## config.mk

```make
export PLATFORM = sky130hd
export DESIGN_NAME = serial_line_editor
export DESIGN_NICKNAME = d
export VERILOG_FILES = /design/src/design/sle_pkg.sv /design/src/design/serial_line_editor.sv /design/src/design/sle_ram.sv /design/src/design/sle_ctrl.sv /design/src/design/sle_dpath.sv
export VERILOG_INCLUDE_DIRS = /design/src /design/src/design
export SDC_FILE = /design/constraint.sdc
export NUM_CORES = 1
export LEC_CHECK = 0
export ABC_AREA = 1
export BUFFER_PORTS_ARGS = -buffer_cell sky130_fd_sc_hd__buf_4
export CORE_MARGIN = 5
export CORE_UTILIZATION = 40
export CTS_BUF_LIST = sky130_fd_sc_hd__clkbuf_2 sky130_fd_sc_hd__clkbuf_4 sky130_fd_sc_hd__clkbuf_8
export CTS_CLUSTER_SIZE = 25
export DETAILED_ROUTE_END_ITERATION = 8
export PLACE_DENSITY = 0.62
export SLEW_MARGIN = 20
export SYNTH_ARGS = -nofsm -noshare
export SYNTH_HDL_FRONTEND = slang
export SYNTH_SLANG_ARGS = --single-unit
```

## constraint.sdc

```tcl
create_clock -name clk -period 4.2 [get_ports clk]
set_input_delay 0.21 -clock clk [delete_from_list [all_inputs] [get_ports clk]]
set_output_delay 0.21 -clock clk [all_outputs]
set_load 0.1 [all_outputs]
```

## src/design/assert_macros.svh

```systemverilog
// Assertion macros shared by the design files.
`ifndef ASSERT_MACROS_SVH
`define ASSERT_MACROS_SVH

// The condition must hold at every clock edge outside reset.
`define ASSERT_ALWAYS(lbl, cond, msg) \
	lbl: assert property (@(posedge clk) disable iff (!arst_n) (cond)) else $error(msg);

// The antecedent implies the consequent in the same cycle.
`define ASSERT_IMPLIES(lbl, ante, cons, msg) \
	lbl: assert property (@(posedge clk) disable iff (!arst_n) (ante) |-> (cons)) else $error(msg);

// The antecedent implies the consequent in the next cycle.
`define ASSERT_NEXT(lbl, ante, cons, msg) \
	lbl: assert property (@(posedge clk) disable iff (!arst_n) (ante) |=> (cons)) else $error(msg);

`endif

```

## src/design/sle_pkg.sv

```systemverilog
// Shared types, codes and echo tables of the serial line editor.
package sle_pkg;

	localparam int POS_W = 5;
	localparam int BYTE_W = 8;
	localparam int CHAR_W = 7;
	localparam int KIND_W = 2;

	localparam logic [POS_W-1:0] MAX_LEN_RESET = 5'd20;

	localparam logic [KIND_W-1:0] KIND_ECHO = 2'd0;
	localparam logic [KIND_W-1:0] KIND_CHAR = 2'd1;
	localparam logic [KIND_W-1:0] KIND_DONE = 2'd2;

	localparam logic [BYTE_W-1:0] CODE_BS = 8'd8;
	localparam logic [BYTE_W-1:0] CODE_TAB = 8'd9;
	localparam logic [BYTE_W-1:0] CODE_CR = 8'd13;
	localparam logic [BYTE_W-1:0] CODE_ESC = 8'd27;
	localparam logic [BYTE_W-1:0] CODE_SPACE = 8'd32;
	localparam logic [BYTE_W-1:0] CODE_TOP = 8'd127;

	typedef logic [2:0] cls_t;
	localparam cls_t CLS_NONE = 3'd0;
	localparam cls_t CLS_PRINT = 3'd1;
	localparam cls_t CLS_CR = 3'd2;
	localparam cls_t CLS_BS = 3'd3;
	localparam cls_t CLS_TAB = 3'd4;
	localparam cls_t CLS_ESC = 3'd5;

	typedef struct packed {
		logic capture;
		logic load_echo;
		logic load_char;
		logic load_done;
		logic rd_en;
		logic cnt_inc;
	} cmd_t;

	typedef struct packed {
		cls_t cls_in;
		logic echo_last;
		logic rd_end;
		logic slot_free;
	} sts_t;

	function automatic cls_t classify(input logic [BYTE_W-1:0] b);
		cls_t c;
		c = CLS_NONE;
		if (b >= CODE_SPACE && b <= CODE_TOP) begin
			c = CLS_PRINT;
		end else if (b == CODE_CR) begin
			c = CLS_CR;
		end else if (b == CODE_BS) begin
			c = CLS_BS;
		end else if (b == CODE_TAB) begin
			c = CLS_TAB;
		end else if (b == CODE_ESC) begin
			c = CLS_ESC;
		end
		return c;
	endfunction

	function automatic logic [POS_W-1:0] echo_len(input cls_t c);
		logic [POS_W-1:0] n;
		case (c)
			CLS_PRINT: n = 5'd1;
			CLS_BS: n = 5'd3;
			default: n = 5'd5;
		endcase
		return n;
	endfunction

	function automatic logic [BYTE_W-1:0] echo_byte(input cls_t c, input logic [2:0] step,
			input logic [BYTE_W-1:0] b);
		logic [BYTE_W-1:0] r;
		r = b;
		case (c)
			CLS_BS: r = (step == 3'd1) ? CODE_SPACE : CODE_BS;
			CLS_TAB: begin
				case (step)
					3'd0: r = 8'd60;
					3'd1: r = 8'd84;
					3'd2: r = 8'd65;
					3'd3: r = 8'd66;
					default: r = 8'd62;
				endcase
			end
			CLS_ESC: begin
				case (step)
					3'd0: r = 8'd60;
					3'd1: r = 8'd69;
					3'd2: r = 8'd83;
					3'd3: r = 8'd67;
					default: r = 8'd62;
				endcase
			end
			default: r = b;
		endcase
		return r;
	endfunction

endpackage

```

## src/design/serial_line_editor.sv

```systemverilog
// Sequencing: an echo result passes from the ECHO state into the output register; a carriage
// return reads each stored character through the RDADDR and RDDATA states, then loads the
// completion result in the DONE state. Each result waits for a free output slot. Requests are
// taken only in IDLE, so no new byte is taken until all results of the last one are loaded.
// Reset: arst_n clears the write position, the state machine and the output valid and
// loads the maximum line length with 20; the line store itself is not cleared.
`include "assert_macros.svh"

module serial_line_editor #(
	parameter int LINE_DEPTH = 32
) (
	input  logic        clk,
	input  logic        arst_n,
	input  logic        s_tvalid,
	output logic        s_tready,
	input  logic [7:0]  s_tdata,   // [7:0] rx_byte
	output logic        m_tvalid,
	input  logic        m_tready,
	output logic [15:0] m_tdata,   // [1:0] result_kind, [9:2] result_data, [15:10] zero
	output logic        m_tlast,   // last_of_run
	input  logic        cfg_valid,
	output logic        cfg_ready,
	input  logic [4:0]  cfg_data   // max_line_length
);
	import sle_pkg::*;

	cmd_t              cmd;
	sts_t              sts;
	logic [KIND_W-1:0] out_kind;
	logic [BYTE_W-1:0] out_data;

	sle_ctrl u_ctrl (
		.clk(clk),
		.arst_n(arst_n),
		.req_valid(s_tvalid),
		.req_ready(s_tready),
		.sts(sts),
		.cmd(cmd)
	);

	sle_dpath #(
		.LINE_DEPTH(LINE_DEPTH)
	) u_dpath (
		.clk(clk),
		.arst_n(arst_n),
		.rx_byte(s_tdata),
		.cfg_valid(cfg_valid),
		.cfg_data(cfg_data),
		.cmd(cmd),
		.sts(sts),
		.out_ready(m_tready),
		.out_valid(m_tvalid),
		.out_kind(out_kind),
		.out_data(out_data),
		.out_last(m_tlast)
	);

	assign cfg_ready = 1'b1;
	assign m_tdata = {6'b000000, out_data, out_kind};

	`ASSERT_ALWAYS(a_one_load, $onehot0({cmd.load_echo, cmd.load_char, cmd.load_done}),
		"more than one result loaded at once")
	`ASSERT_IMPLIES(a_load_free, cmd.load_echo || cmd.load_char || cmd.load_done,
		sts.slot_free, "result loaded over a pending result")
	`ASSERT_IMPLIES(a_read_range, cmd.rd_en, !sts.rd_end, "line read beyond its length")
	`ASSERT_NEXT(a_done_last, cmd.load_done, m_tvalid && m_tlast,
		"line complete result not marked last")

endmodule

```

## src/design/sle_ram.sv

```systemverilog
// Generic single-write, single-read RAM with registered read data.
module sle_ram #(
	parameter int WIDTH = 8,
	parameter int DEPTH = 32
) (
	input  logic                     clk,
	input  logic                     we,
	input  logic [$clog2(DEPTH)-1:0] waddr,
	input  logic [WIDTH-1:0]         wdata,
	input  logic                     re,
	input  logic [$clog2(DEPTH)-1:0] raddr,
	output logic [WIDTH-1:0]         rdata
);

	logic [WIDTH-1:0] mem_q [DEPTH];
	logic [WIDTH-1:0] rdata_q;

	always_ff @(posedge clk) begin
		if (we) begin
			mem_q[waddr] <= wdata;
		end
		if (re) begin
			rdata_q <= mem_q[raddr];
		end
	end

	assign rdata = rdata_q;

endmodule

```

## src/design/sle_ctrl.sv

```systemverilog
// Controller state machine that sequences echo, line readout and completion results.
module sle_ctrl (
	input  logic          clk,
	input  logic          arst_n,
	input  logic          req_valid,
	output logic          req_ready,
	input  sle_pkg::sts_t sts,
	output sle_pkg::cmd_t cmd
);
	import sle_pkg::*;

	localparam logic [2:0] ST_IDLE = 3'd0;
	localparam logic [2:0] ST_ECHO = 3'd1;
	localparam logic [2:0] ST_RDADDR = 3'd2;
	localparam logic [2:0] ST_RDDATA = 3'd3;
	localparam logic [2:0] ST_DONE = 3'd4;

	logic [2:0] state_q;
	logic [2:0] state_d;

	always_ff @(posedge clk or negedge arst_n) begin
		if (!arst_n) begin
			state_q <= ST_IDLE;
		end else begin
			state_q <= state_d;
		end
	end

	assign req_ready = (state_q == ST_IDLE);

	always_comb begin
		state_d = state_q;
		cmd = '0;
		unique case (state_q)
			ST_IDLE: begin
				if (req_valid) begin
					cmd.capture = 1'b1;
					unique case (sts.cls_in) inside
						CLS_PRINT, CLS_BS, CLS_TAB, CLS_ESC: state_d = ST_ECHO;
						CLS_CR: state_d = ST_RDADDR;
						default: state_d = ST_IDLE;
					endcase
				end
			end
			ST_ECHO: begin
				if (sts.slot_free) begin
					cmd.load_echo = 1'b1;
					if (sts.echo_last) begin
						state_d = ST_IDLE;
					end else begin
						cmd.cnt_inc = 1'b1;
					end
				end
			end
			ST_RDADDR: begin
				if (sts.rd_end) begin
					state_d = ST_DONE;
				end else begin
					cmd.rd_en = 1'b1;
					state_d = ST_RDDATA;
				end
			end
			ST_RDDATA: begin
				if (sts.slot_free) begin
					cmd.load_char = 1'b1;
					cmd.cnt_inc = 1'b1;
					state_d = ST_RDADDR;
				end
			end
			ST_DONE: begin
				if (sts.slot_free) begin
					cmd.load_done = 1'b1;
					state_d = ST_IDLE;
				end
			end
			default: state_d = ST_IDLE;
		endcase
	end

endmodule

```

## src/design/sle_dpath.sv

```systemverilog
// Datapath with line store, write position, step counter and output register.
module sle_dpath #(
	parameter int LINE_DEPTH = 32
) (
	input  logic                         clk,
	input  logic                         arst_n,
	input  logic [sle_pkg::BYTE_W-1:0]   rx_byte,
	input  logic                         cfg_valid,
	input  logic [sle_pkg::POS_W-1:0]    cfg_data,
	input  sle_pkg::cmd_t                cmd,
	output sle_pkg::sts_t                sts,
	input  logic                         out_ready,
	output logic                         out_valid,
	output logic [sle_pkg::KIND_W-1:0]   out_kind,
	output logic [sle_pkg::BYTE_W-1:0]   out_data,
	output logic                         out_last
);
	import sle_pkg::*;

	localparam int AW = $clog2(LINE_DEPTH);

	logic [POS_W-1:0]  max_q;
	logic [POS_W-1:0]  wp_q;
	logic [POS_W-1:0]  cnt_q;
	cls_t              seq_q;
	logic [BYTE_W-1:0] byte_q;
	logic              oval_q;
	logic [KIND_W-1:0] okind_q;
	logic [BYTE_W-1:0] odata_q;
	logic              olast_q;

	cls_t              cls_in;
	logic              store_ok;
	logic [AW+POS_W-1:0] wp_ext;
	logic [AW+POS_W-1:0] cnt_ext;
	logic [AW-1:0]     waddr;
	logic [AW-1:0]     raddr;
	logic [CHAR_W-1:0] rdata;
	logic              echo_last;

	assign cls_in = classify(rx_byte);
	assign store_ok = (wp_q < max_q) && (32'(wp_q) < LINE_DEPTH);
	assign wp_ext = {{AW{1'b0}}, wp_q};
	assign cnt_ext = {{AW{1'b0}}, cnt_q};
	assign waddr = wp_ext[AW-1:0];
	assign raddr = cnt_ext[AW-1:0];
	assign echo_last = (cnt_q == echo_len(seq_q) - 5'd1);

	sle_ram #(
		.WIDTH(CHAR_W),
		.DEPTH(LINE_DEPTH)
	) u_store (
		.clk(clk),
		.we(cmd.capture && cls_in == CLS_PRINT && store_ok),
		.waddr(waddr),
		.wdata(rx_byte[CHAR_W-1:0]),
		.re(cmd.rd_en),
		.raddr(raddr),
		.rdata(rdata)
	);

	always_ff @(posedge clk or negedge arst_n) begin
		if (!arst_n) begin
			max_q <= MAX_LEN_RESET;
			wp_q <= '0;
			cnt_q <= '0;
			seq_q <= CLS_NONE;
			oval_q <= 1'b0;
		end else begin
			if (cfg_valid) begin
				max_q <= cfg_data;
			end
			if (cmd.capture) begin
				seq_q <= cls_in;
				cnt_q <= '0;
				case (cls_in)
					CLS_PRINT: if (store_ok) wp_q <= wp_q + 5'd1;
					CLS_BS: if (wp_q != '0) wp_q <= wp_q - 5'd1;
					CLS_ESC: wp_q <= '0;
					default: wp_q <= wp_q;
				endcase
			end else if (cmd.cnt_inc) begin
				cnt_q <= cnt_q + 5'd1;
			end
			if (cmd.load_done) begin
				wp_q <= '0;
			end
			if (cmd.load_echo || cmd.load_char || cmd.load_done) begin
				oval_q <= 1'b1;
			end else if (out_ready) begin
				oval_q <= 1'b0;
			end
		end
	end

	always_ff @(posedge clk) begin
		if (cmd.capture) begin
			byte_q <= rx_byte;
		end
		if (cmd.load_echo) begin
			okind_q <= KIND_ECHO;
			odata_q <= echo_byte(seq_q, cnt_q[2:0], byte_q);
			olast_q <= echo_last;
		end else if (cmd.load_char) begin
			okind_q <= KIND_CHAR;
			odata_q <= {1'b0, rdata};
			olast_q <= 1'b0;
		end else if (cmd.load_done) begin
			okind_q <= KIND_DONE;
			odata_q <= {3'b000, wp_q};
			olast_q <= 1'b1;
		end
	end

	assign sts.cls_in = cls_in;
	assign sts.echo_last = echo_last;
	assign sts.rd_end = (cnt_q == wp_q);
	assign sts.slot_free = !oval_q || out_ready;

	assign out_valid = oval_q;
	assign out_kind = okind_q;
	assign out_data = odata_q;
	assign out_last = olast_q;

endmodule
```

==> impl_metrics.yaml, run 1 <==
synthesis:
  post_synth_instance_area_mm2: 0.0120
  synth.yosys.seq_area_share: 0.671
  most_numerous_cell_in_the_yosys_netlist: "sky130_fd_sc_hd__edfxtp_1"
  post_synth_inst_count: 1117
  yosysTopAreaCell: "sky130_fd_sc_hd__edfxtp_1"
  yosys.cell_types.count: 38
  synth_top_cell_area_share: 0.622
  synth_top_cells_by_area: "sky130_fd_sc_hd__edfxtp_1 (62%), sky130_fd_sc_hd__nor2_1 (6.2%), sky130_fd_sc_hd__nand2_1 (6.0%), sky130_fd_sc_hd__o21ai_0 (5.4%), sky130_fd_sc_hd__dfrtp_1 (4.2%)"
  synth.top_cells.by_count: "sky130_fd_sc_hd__edfxtp_1 (248), sky130_fd_sc_hd__nor2_1 (197), sky130_fd_sc_hd__nand2_1 (193), sky130_fd_sc_hd__o21ai_0 (130), sky130_fd_sc_hd__inv_1 (78)"
  postSynth.topFlopCell: "sky130_fd_sc_hd__edfxtp_1"
  yosys_register_bits: 272
  synthArstFlopShare: 0.0809
  syn_avg_cell_area_um2: 10.7
  synthesis.yosys.warnings: 0
  synth-edff-count: 248
cells_and_area:
  num-nets-final: 1197
  antenna-diode-count: 0
  area_growth_pct: 13.0
  fraction_of_final_layout_cells_sized_beyond_drive_strength_1: 0.107
global_routing:
  globalRouteMet1Util: 0.244
  vias_in_the_first_global_route: 8020
  grt_first_pass_wirelength_um: 45800
  grt.met2_usage: 0.284
  antenna_found_initial: 0
  grt_util_met3: 0.0389
  grt_most_used_layer: "met2"
  grt_max_degree: 96
  total_grt_overflow: 0
  grt_util_all_layers: 0.177
clock_tree:
  tritoncts: "yes"
  cts_repair_resize_count: 0
  cts_sinks: 272
  clock_tree.root_cell: "sky130_fd_sc_hd__clkbuf_8"
  clk-insertion-delay-late_ns: 0.58
  numCtsBuffers: 45
  ctsHtreeMaxLevel: 2
  cts.hold.buffers_added: 16
  cts_buffer_depth: 3
  cts_setup_buffers: 0
  clkTransAtPathRegs_ns: 0.06
power_and_ir_drop:
  ratio_of_total_power_to_cell_area_mw_per_mm2: 579
  power.static_leakage_nw: 5.13
  irDropWorstVdd_mv: 0.239
sta:
  hold_violations: 0
  relSlewSlack: 0.352
  worstMarginPinSlew_ns: 0.970
  layout_min_cycle_time_ns: 3.18
  whs_ns: 0.0646
  setup_viol_count_final: 0
  final_min_period_over_clock_period: 0.756
  finalSetupTns_ns: 0
  clk_skew_ns: 0.0331
  drv_slew: 0
  max_freq_mhz: 315
  rsz0062_at_grt: "no"
die:
  ios: 38
  placement_rows: 63
  core_mm2: 0.0296
  initial_core_utilization: 0.404
  dieArea_mm2: 0.0335
  chipWidth_um: 183
  die_h_um: 183
hold_path:
  timing.hold.worst.class: "input port to register"
worst_setup_path:
  crit_slowest_cell: "sky130_fd_sc_hd__nor2_1"
  cpPeakStageDelay_ns: 0.72
  worstPathRequired_ns: 4.39
  timing.critical_path.cells: "ha_1 > nand2_1 > inv_1 > nand2_1 > nand3_1 > nor3_2 > nand3_1 > nor2_1"
  worst_setup_path_end_kind: "register"
  criticalPathCategory: "register to register"
  timing.critical_path.arrival_ns: 3.36
  critical_path_peak_fanout: 10
  cp-start-kind: "register"
drt:
  route.vias.total: 8294
  final_antenna_net_count: 0
  drt-wirelength-per-cell_um: 18.7
  drt-vias-per-instance: 5.21
  wirelength_um: 29700
  initial_drc_count: 772
  drt_drc_violations_left: 0
  detail_route.first_pass.iterations: 7
placed_design:
  io_buffers: 30
  gp_routability_congestion: 0.851
  dpl.hpwl_um: 18000
run_status:
  status: "completed"
run:
  drv_cap: 0
==> cell type report <==
class / count / area [um2]
Sequential cell: 272 / 8040
Tap cell: 390 / 488
Inverter: 82 / 308
Multi-Input combinational cell: 711 / 3360
Clock inverter: 23 / 163
Fill cell: 2827 / 16100
Clock buffer: 59 / 731
Timing Repair Buffer: 54 / 445
==> per-layer routing <==
layer  vias to the layer above  part of all wire
li1                       3926                 -
met1                      3963              0.43
met2                       346              0.46
met3                        59             0.080
met4                         0             0.024
met5                         -                 0
==> kinds of logic after synthesis <==
| kind of cell | after synthesis | synth area share |
|---|---|---|
| buf+inv | 139 | 0.0503 |
| compound gates | 195 | 0.0912 |
| xor+xnor | 5 | 0.00366 |
| other cells | 2 | 0.000627 |
| simple gates | 490 | 0.168 |
| mux | 1 | 0.000940 |
| flops | 272 | 0.671 |
| fa+ha+maj | 13 | 0.0142 |
==> worst max-delay path, delay by kind of cell (launching register included) <==
| family | cells | cell delay (ns) |
|---|---|---|
| buffers and inverters | 1 | 0.04 |
| adder cells (fa/ha/maj) | 1 | 0.37 |
| AND/OR/NAND/NOR | 6 | 1.85 |
| flip-flops | 1 | 0.51 |
==> stage by stage <==
step           power (W)  instances  setup slack [ns]  cell area (um2)  utilization
2_1_floorplan    0.00490       1122              1.88            12000            -
3_3_place_gp     0.00553       1493              1.14            12500        0.421
3_5_place_dp     0.00554       1493              1.06            12500        0.421
4_1_cts          0.00788       1591              1.04            13500        0.457
5_1_grt          0.00826       1591             0.804            13500        0.457
6_report         0.00783       1591              1.02            13500        0.457
==> power breakdown <==
part / switching [W] / internal, W
combinational: 0.00165 / 0.000640
clock: 0.00106 / 0.00127
sequential: 0.000108 / 0.00312
==> cells in the final DEF, fill, tap and decap left out, drive strengths merged <==
cell	n
clkinv	20
mux2	1
nor2	198
inv	83
ha	12
nand3b	6
nand2	194
or2	7
o21a	26
o211ai	13
conb	7
nor3b	1
o22ai	9
a22o	1
dlygate4sd3	16
a21oi	11
fa	1
dfxtp	2
nor3	4
nand3	75
buf	38
bufinv	2
dfrtp	20
xnor2	2
clkbuf	59
xor2	3
dfstp	2
edfxtp	248
o221ai	1
o21ai	134
nand4	5
==> sequential cells by signal (all words and copies together), names as in the netlist, 5 cells and up <==
name                   cells
u_dpath.waddr              5
u_dpath.max_q              5
u_dpath.cnt_q              5
u_dpath.byte_q             8
u_dpath.u_store.mem_q    224
u_dpath.out_data           8
u_dpath.u_store.rdata      7
==> worst paths after layout <==
kind / slack [ns] / endpoint / depth (start not counted) / start
min in group asynchronous: 0.08 / u_dpath.cnt_q[0] / 2 / arst_n
worst min-delay path: 0.06 / u_dpath.out_valid / 4 / m_tready
worst max register to register: 1.02 / u_dpath.u_store.mem_q[18][3] / 8 / u_dpath.waddr[4]
worst min register to register: 0.48 / u_dpath.out_kind[0] / 2 / u_dpath.out_kind[0]
worst max-delay path: 1.02 / u_dpath.u_store.mem_q[18][3] / 8 / u_dpath.waddr[4]
max in group asynchronous: 3.82 / u_dpath.max_q[4] / 2 / arst_n
Note: power is estimated with default switching activity, not from simulation.
==> inputs of run 2 (changes only) <==
Settings changed: ABC_AREA 1 to 0, PLACE_DENSITY 0.62 to 0.64.
Clock period 4.2 ns to 2.65 ns, I/O delays scaled along.
==> run 2 against run 1 <==
Critical path depth is 1 higher. First-iteration DRC count fell by 29%. Global-route usage decreased by 0.98 points. Routed wire length is 8.0% lower. Fmax is 27% higher. Largest cell class unchanged. Largest power group unchanged. Highest routed layer unchanged.
==> impl_metrics.yaml, run 2 <==
clock_tree:
  clock_tree.root_cell: "sky130_fd_sc_hd__clkbuf_8"
  cts_repair_resize_count: 0
  clk-insertion-delay-late_ns: 0.56
  cts_sinks: 272
  cts_buffer_depth: 3
  ctsHtreeMaxLevel: 2
  numCtsBuffers: 45
  tritoncts: "yes"
  clkTransAtPathRegs_ns: 0.06
cells_and_area:
  finalNonFillerCells: 1264
  fraction_of_final_layout_cells_sized_beyond_drive_strength_1: 0.280
  area_growth_pct: 18.9
  utilization: 0.478
  final.fill_count: 2495
  mostFrequentLayoutCells: "sky130_fd_sc_hd__edfxtp_1 (248), sky130_fd_sc_hd__buf_4 (114), sky130_fd_sc_hd__nor2_1 (56)"
  largest_register_ff_count: 224
  num-nets-final: 879
  regMostFlops: "u_dpath.u_store.mem_q"
  final_common_cell: "sky130_fd_sc_hd__edfxtp_1"
  antenna-diode-count: 0
worst_setup_path:
  worstPathRequired_ns: 2.91
  cell_family_contributing_the_most_delay_on_the_critical_path: "buffers and inverters"
  worstSetupEndpoint: "u_dpath.u_store.mem_q[17][4]"
  critical_path_peak_fanout: 8
  cp-start-kind: "register"
  reg2reg_to: "u_dpath.u_store.mem_q[17][4]"
  crit_slowest_cell: "sky130_fd_sc_hd__dfstp_2"
  timing.critical_path.cells: "inv_1 > ha_1 > a21o_1 > nor4_1 > buf_4 > nand3_1 > buf_4 > nor2_1 > buf_4"
  reg2regPathDepth: 9
  worst_setup_path_end_kind: "register"
  launch_instance_of_the_worst_register_to_register_path: "u_dpath.max_q[4]"
  cpPeakStageDelay_ns: 0.51
  total_number_of_cells_along_the_worst_setup_path: 9
  rrSetupSlack_ns: 0.15
  criticalPathCategory: "register to register"
  timing.critical_path.arrival_ns: 2.77
  crit_path_frequent_cell: "sky130_fd_sc_hd__buf_4"
  first_element_of_the_critical_path: "u_dpath.max_q[4]"
  path_buf_inv: 4
power_and_ir_drop:
  internal_cell_power_w: 0.00816
  power.clock.fraction: 0.285
  irDropWorstVdd_mv: 0.346
  switching_share: 0.334
  net_switching_power_w: 0.00410
  seq_power_share: 0.423
  power.static_leakage_nw: 4.69
  ratio_of_total_power_to_cell_area_mw_per_mm2: 897
  fin_total_pwr_w: 0.0123
  share_comb_of_total_power: 0.292
drt:
  initial_drc_count: 546
  drt-vias-per-instance: 5.38
  wirelength_um: 27300
  drt_drc_violations_left: 0
  route.vias.total: 6803
  final_antenna_net_count: 0
  detail_route.first_pass.iterations: 5
  drt-wirelength-per-cell_um: 21.6
placed_design:
  place_inst: 1172
  dpl.hpwl_um: 17600
  gp_routability_congestion: 0.829
  io_buffers: 30
sta:
  relSlewSlack: 0.458
  worstMarginPinSlew_ns: 0.810
  finalSetupTns_ns: 0
  drv_slew: 0
  whs_ns: 0.145
  rsz0062_at_grt: "no"
  max_freq_mhz: 399
  layout_min_cycle_time_ns: 2.50
  final_min_period_over_clock_period: 0.945
  hold_violations: 0
  clk_skew_ns: 0.0152
  setup_viol_count_final: 0
synthesis:
  yosys.cell_types.count: 64
  yosysTopAreaCell: "sky130_fd_sc_hd__edfxtp_1"
  syn_avg_cell_area_um2: 16.0
  yosys_register_bits: 272
  synth-edff-count: 248
  post_synth_inst_count: 716
  post_synth_instance_area_mm2: 0.0115
  synthArstFlopShare: 0.0809
  synthesis.yosys.warnings: 0
  most_numerous_cell_in_the_yosys_netlist: "sky130_fd_sc_hd__edfxtp_1"
  synth.yosys.seq_area_share: 0.700
  synth_top_cells_by_area: "sky130_fd_sc_hd__edfxtp_1 (65%), sky130_fd_sc_hd__mux4_2 (8.2%), sky130_fd_sc_hd__dfrtp_1 (4.4%), sky130_fd_sc_hd__mux2i_1 (3.2%), sky130_fd_sc_hd__nor2_1 (1.9%)"
  postSynth.topFlopCell: "sky130_fd_sc_hd__edfxtp_1"
  synth_top_cell_area_share: 0.649
  synth.top_cells.by_count: "sky130_fd_sc_hd__edfxtp_1 (248), sky130_fd_sc_hd__nor2_1 (57), sky130_fd_sc_hd__mux4_2 (42), sky130_fd_sc_hd__mux2i_1 (37), sky130_fd_sc_hd__nand2_1 (31)"
global_routing:
  antenna_found_initial: 0
  total_grt_overflow: 0
  vias_in_the_first_global_route: 6900
  grt_max_degree: 41
  grt_first_pass_wirelength_um: 41700
  grt_util_all_layers: 0.167
run_status:
  status: "completed"
run:
  drv_cap: 0
die:
  chipWidth_um: 179
  core_mm2: 0.0285
  dieArea_mm2: 0.0322
  ios: 38
  placement_rows: 62
  die_h_um: 179
  initial_core_utilization: 0.402
hold_path:
  timing.hold.worst.class: "input port to register"
[run 2: cell types whose count changed in the layout (fill, tap and decap cells not counted), moves of 26 or more]
| cell | delta |
|---|---|
| sky130_fd_sc_hd__nor2_1 | -140 |
| sky130_fd_sc_hd__mux2i_1 | +37 |
| sky130_fd_sc_hd__o21a_1 | -26 |
| sky130_fd_sc_hd__o21ai_0 | -111 |
| sky130_fd_sc_hd__nand2_1 | -162 |
| sky130_fd_sc_hd__nand3_1 | -54 |
| sky130_fd_sc_hd__inv_1 | -63 |
| sky130_fd_sc_hd__buf_4 | +76 |
| sky130_fd_sc_hd__mux4_2 | +42 |
[run 2: worst register-to-register path: cells and delay by family (launching register included)]
family                     cells  cell delay [ns]
AOI/OAI and AO/OA              1             0.21
adders and majority gates      1             0.28
buffers and inverters          4             0.66
DFF                            1             0.51
and+or+nand+nor                3             0.55
[run 2: repair_timing]
item                                    CTS  global route
endpoints found under the setup margin    0            29
hold buffers                             13             0
endpoints found under the hold margin    36             0
setup buffers                             0             0
[run 2: cell families (layout without fill, tap and decap cells)]
group	count (synthesis)	in the layout	synth area share
AOI/OAI and AO/OA	112	112	0.0648
xor gates and xnor gates	10	10	0.00763
adders and majority gates	13	13	0.0148
buffers and inverters	68	227	0.0277
DFF	272	272	0.700
muxes	80	80	0.116
other	2	7	0.000654
and+or+nand+nor	159	159	0.0685
[run 2: per-stage QoR]
stage | setup WS [ns] | instance area [um2]
floorplan | -0.00136 | 11500
global placement | -0.103 | 12700
detailed placement | -0.112 | 12700
CTS | 0.0967 | 13700
global route | 0.00741 | 13700
finish | 0.146 | 13700
[run 2: how the worst min path moves through the flow]
stage | startpoint | to | depth (start not counted)
CTS | s_tdata[7] | u_dpath.seq_q[1] | 6
global placement | arst_n | u_dpath.max_q[1] | 1
global route | s_tdata[4] | u_dpath.u_store.mem_q[9][4] | 2
detailed placement | arst_n | u_dpath.max_q[1] | 1
finish | s_tdata[1] | u_dpath.seq_q[1] | 5
floorplan | arst_n | u_ctrl.state_q[0] | 0
[run 2: power by group through the flow]
| stage | Combinational, W | Clock [W] | Sequential, W |
|---|---|---|---|
| after CTS | 0.00360 | 0.00360 | 0.00517 |
| after global routing | 0.00383 | 0.00379 | 0.00520 |
| after detailed placement | 0.00357 | 0 | 0.00526 |
| after global placement | 0.00354 | 0 | 0.00525 |
| after floorplan | 0.00195 | 0 | 0.00581 |
| final | 0.00358 | 0.00350 | 0.00518 |
[run 2: final cells by class]
| type | count | area, um2 | area share |
|---|---|---|---|
| inverters | 18 | 67.6 | 0.00495 |
| clock buffers | 64 | 781 | 0.0572 |
| clock inverters | 15 | 72.6 | 0.00531 |
| well taps | 384 | 480 | 0.0352 |
| repair buffers | 130 | 1050 | 0.0766 |
| multi-input cells | 381 | 3160 | 0.232 |
| flip-flops and latches | 272 | 8050 | 0.589 |
[run 2: routing by layer]
metal	share of wire	vias to the layer above	global-route usage
met1	0.43	3456	0.226
met3	0.072	56	0.0483
li1	-	3081	-
met4	0.026	0	0.0503
met5	0	-	0
met2	0.47	210	0.264
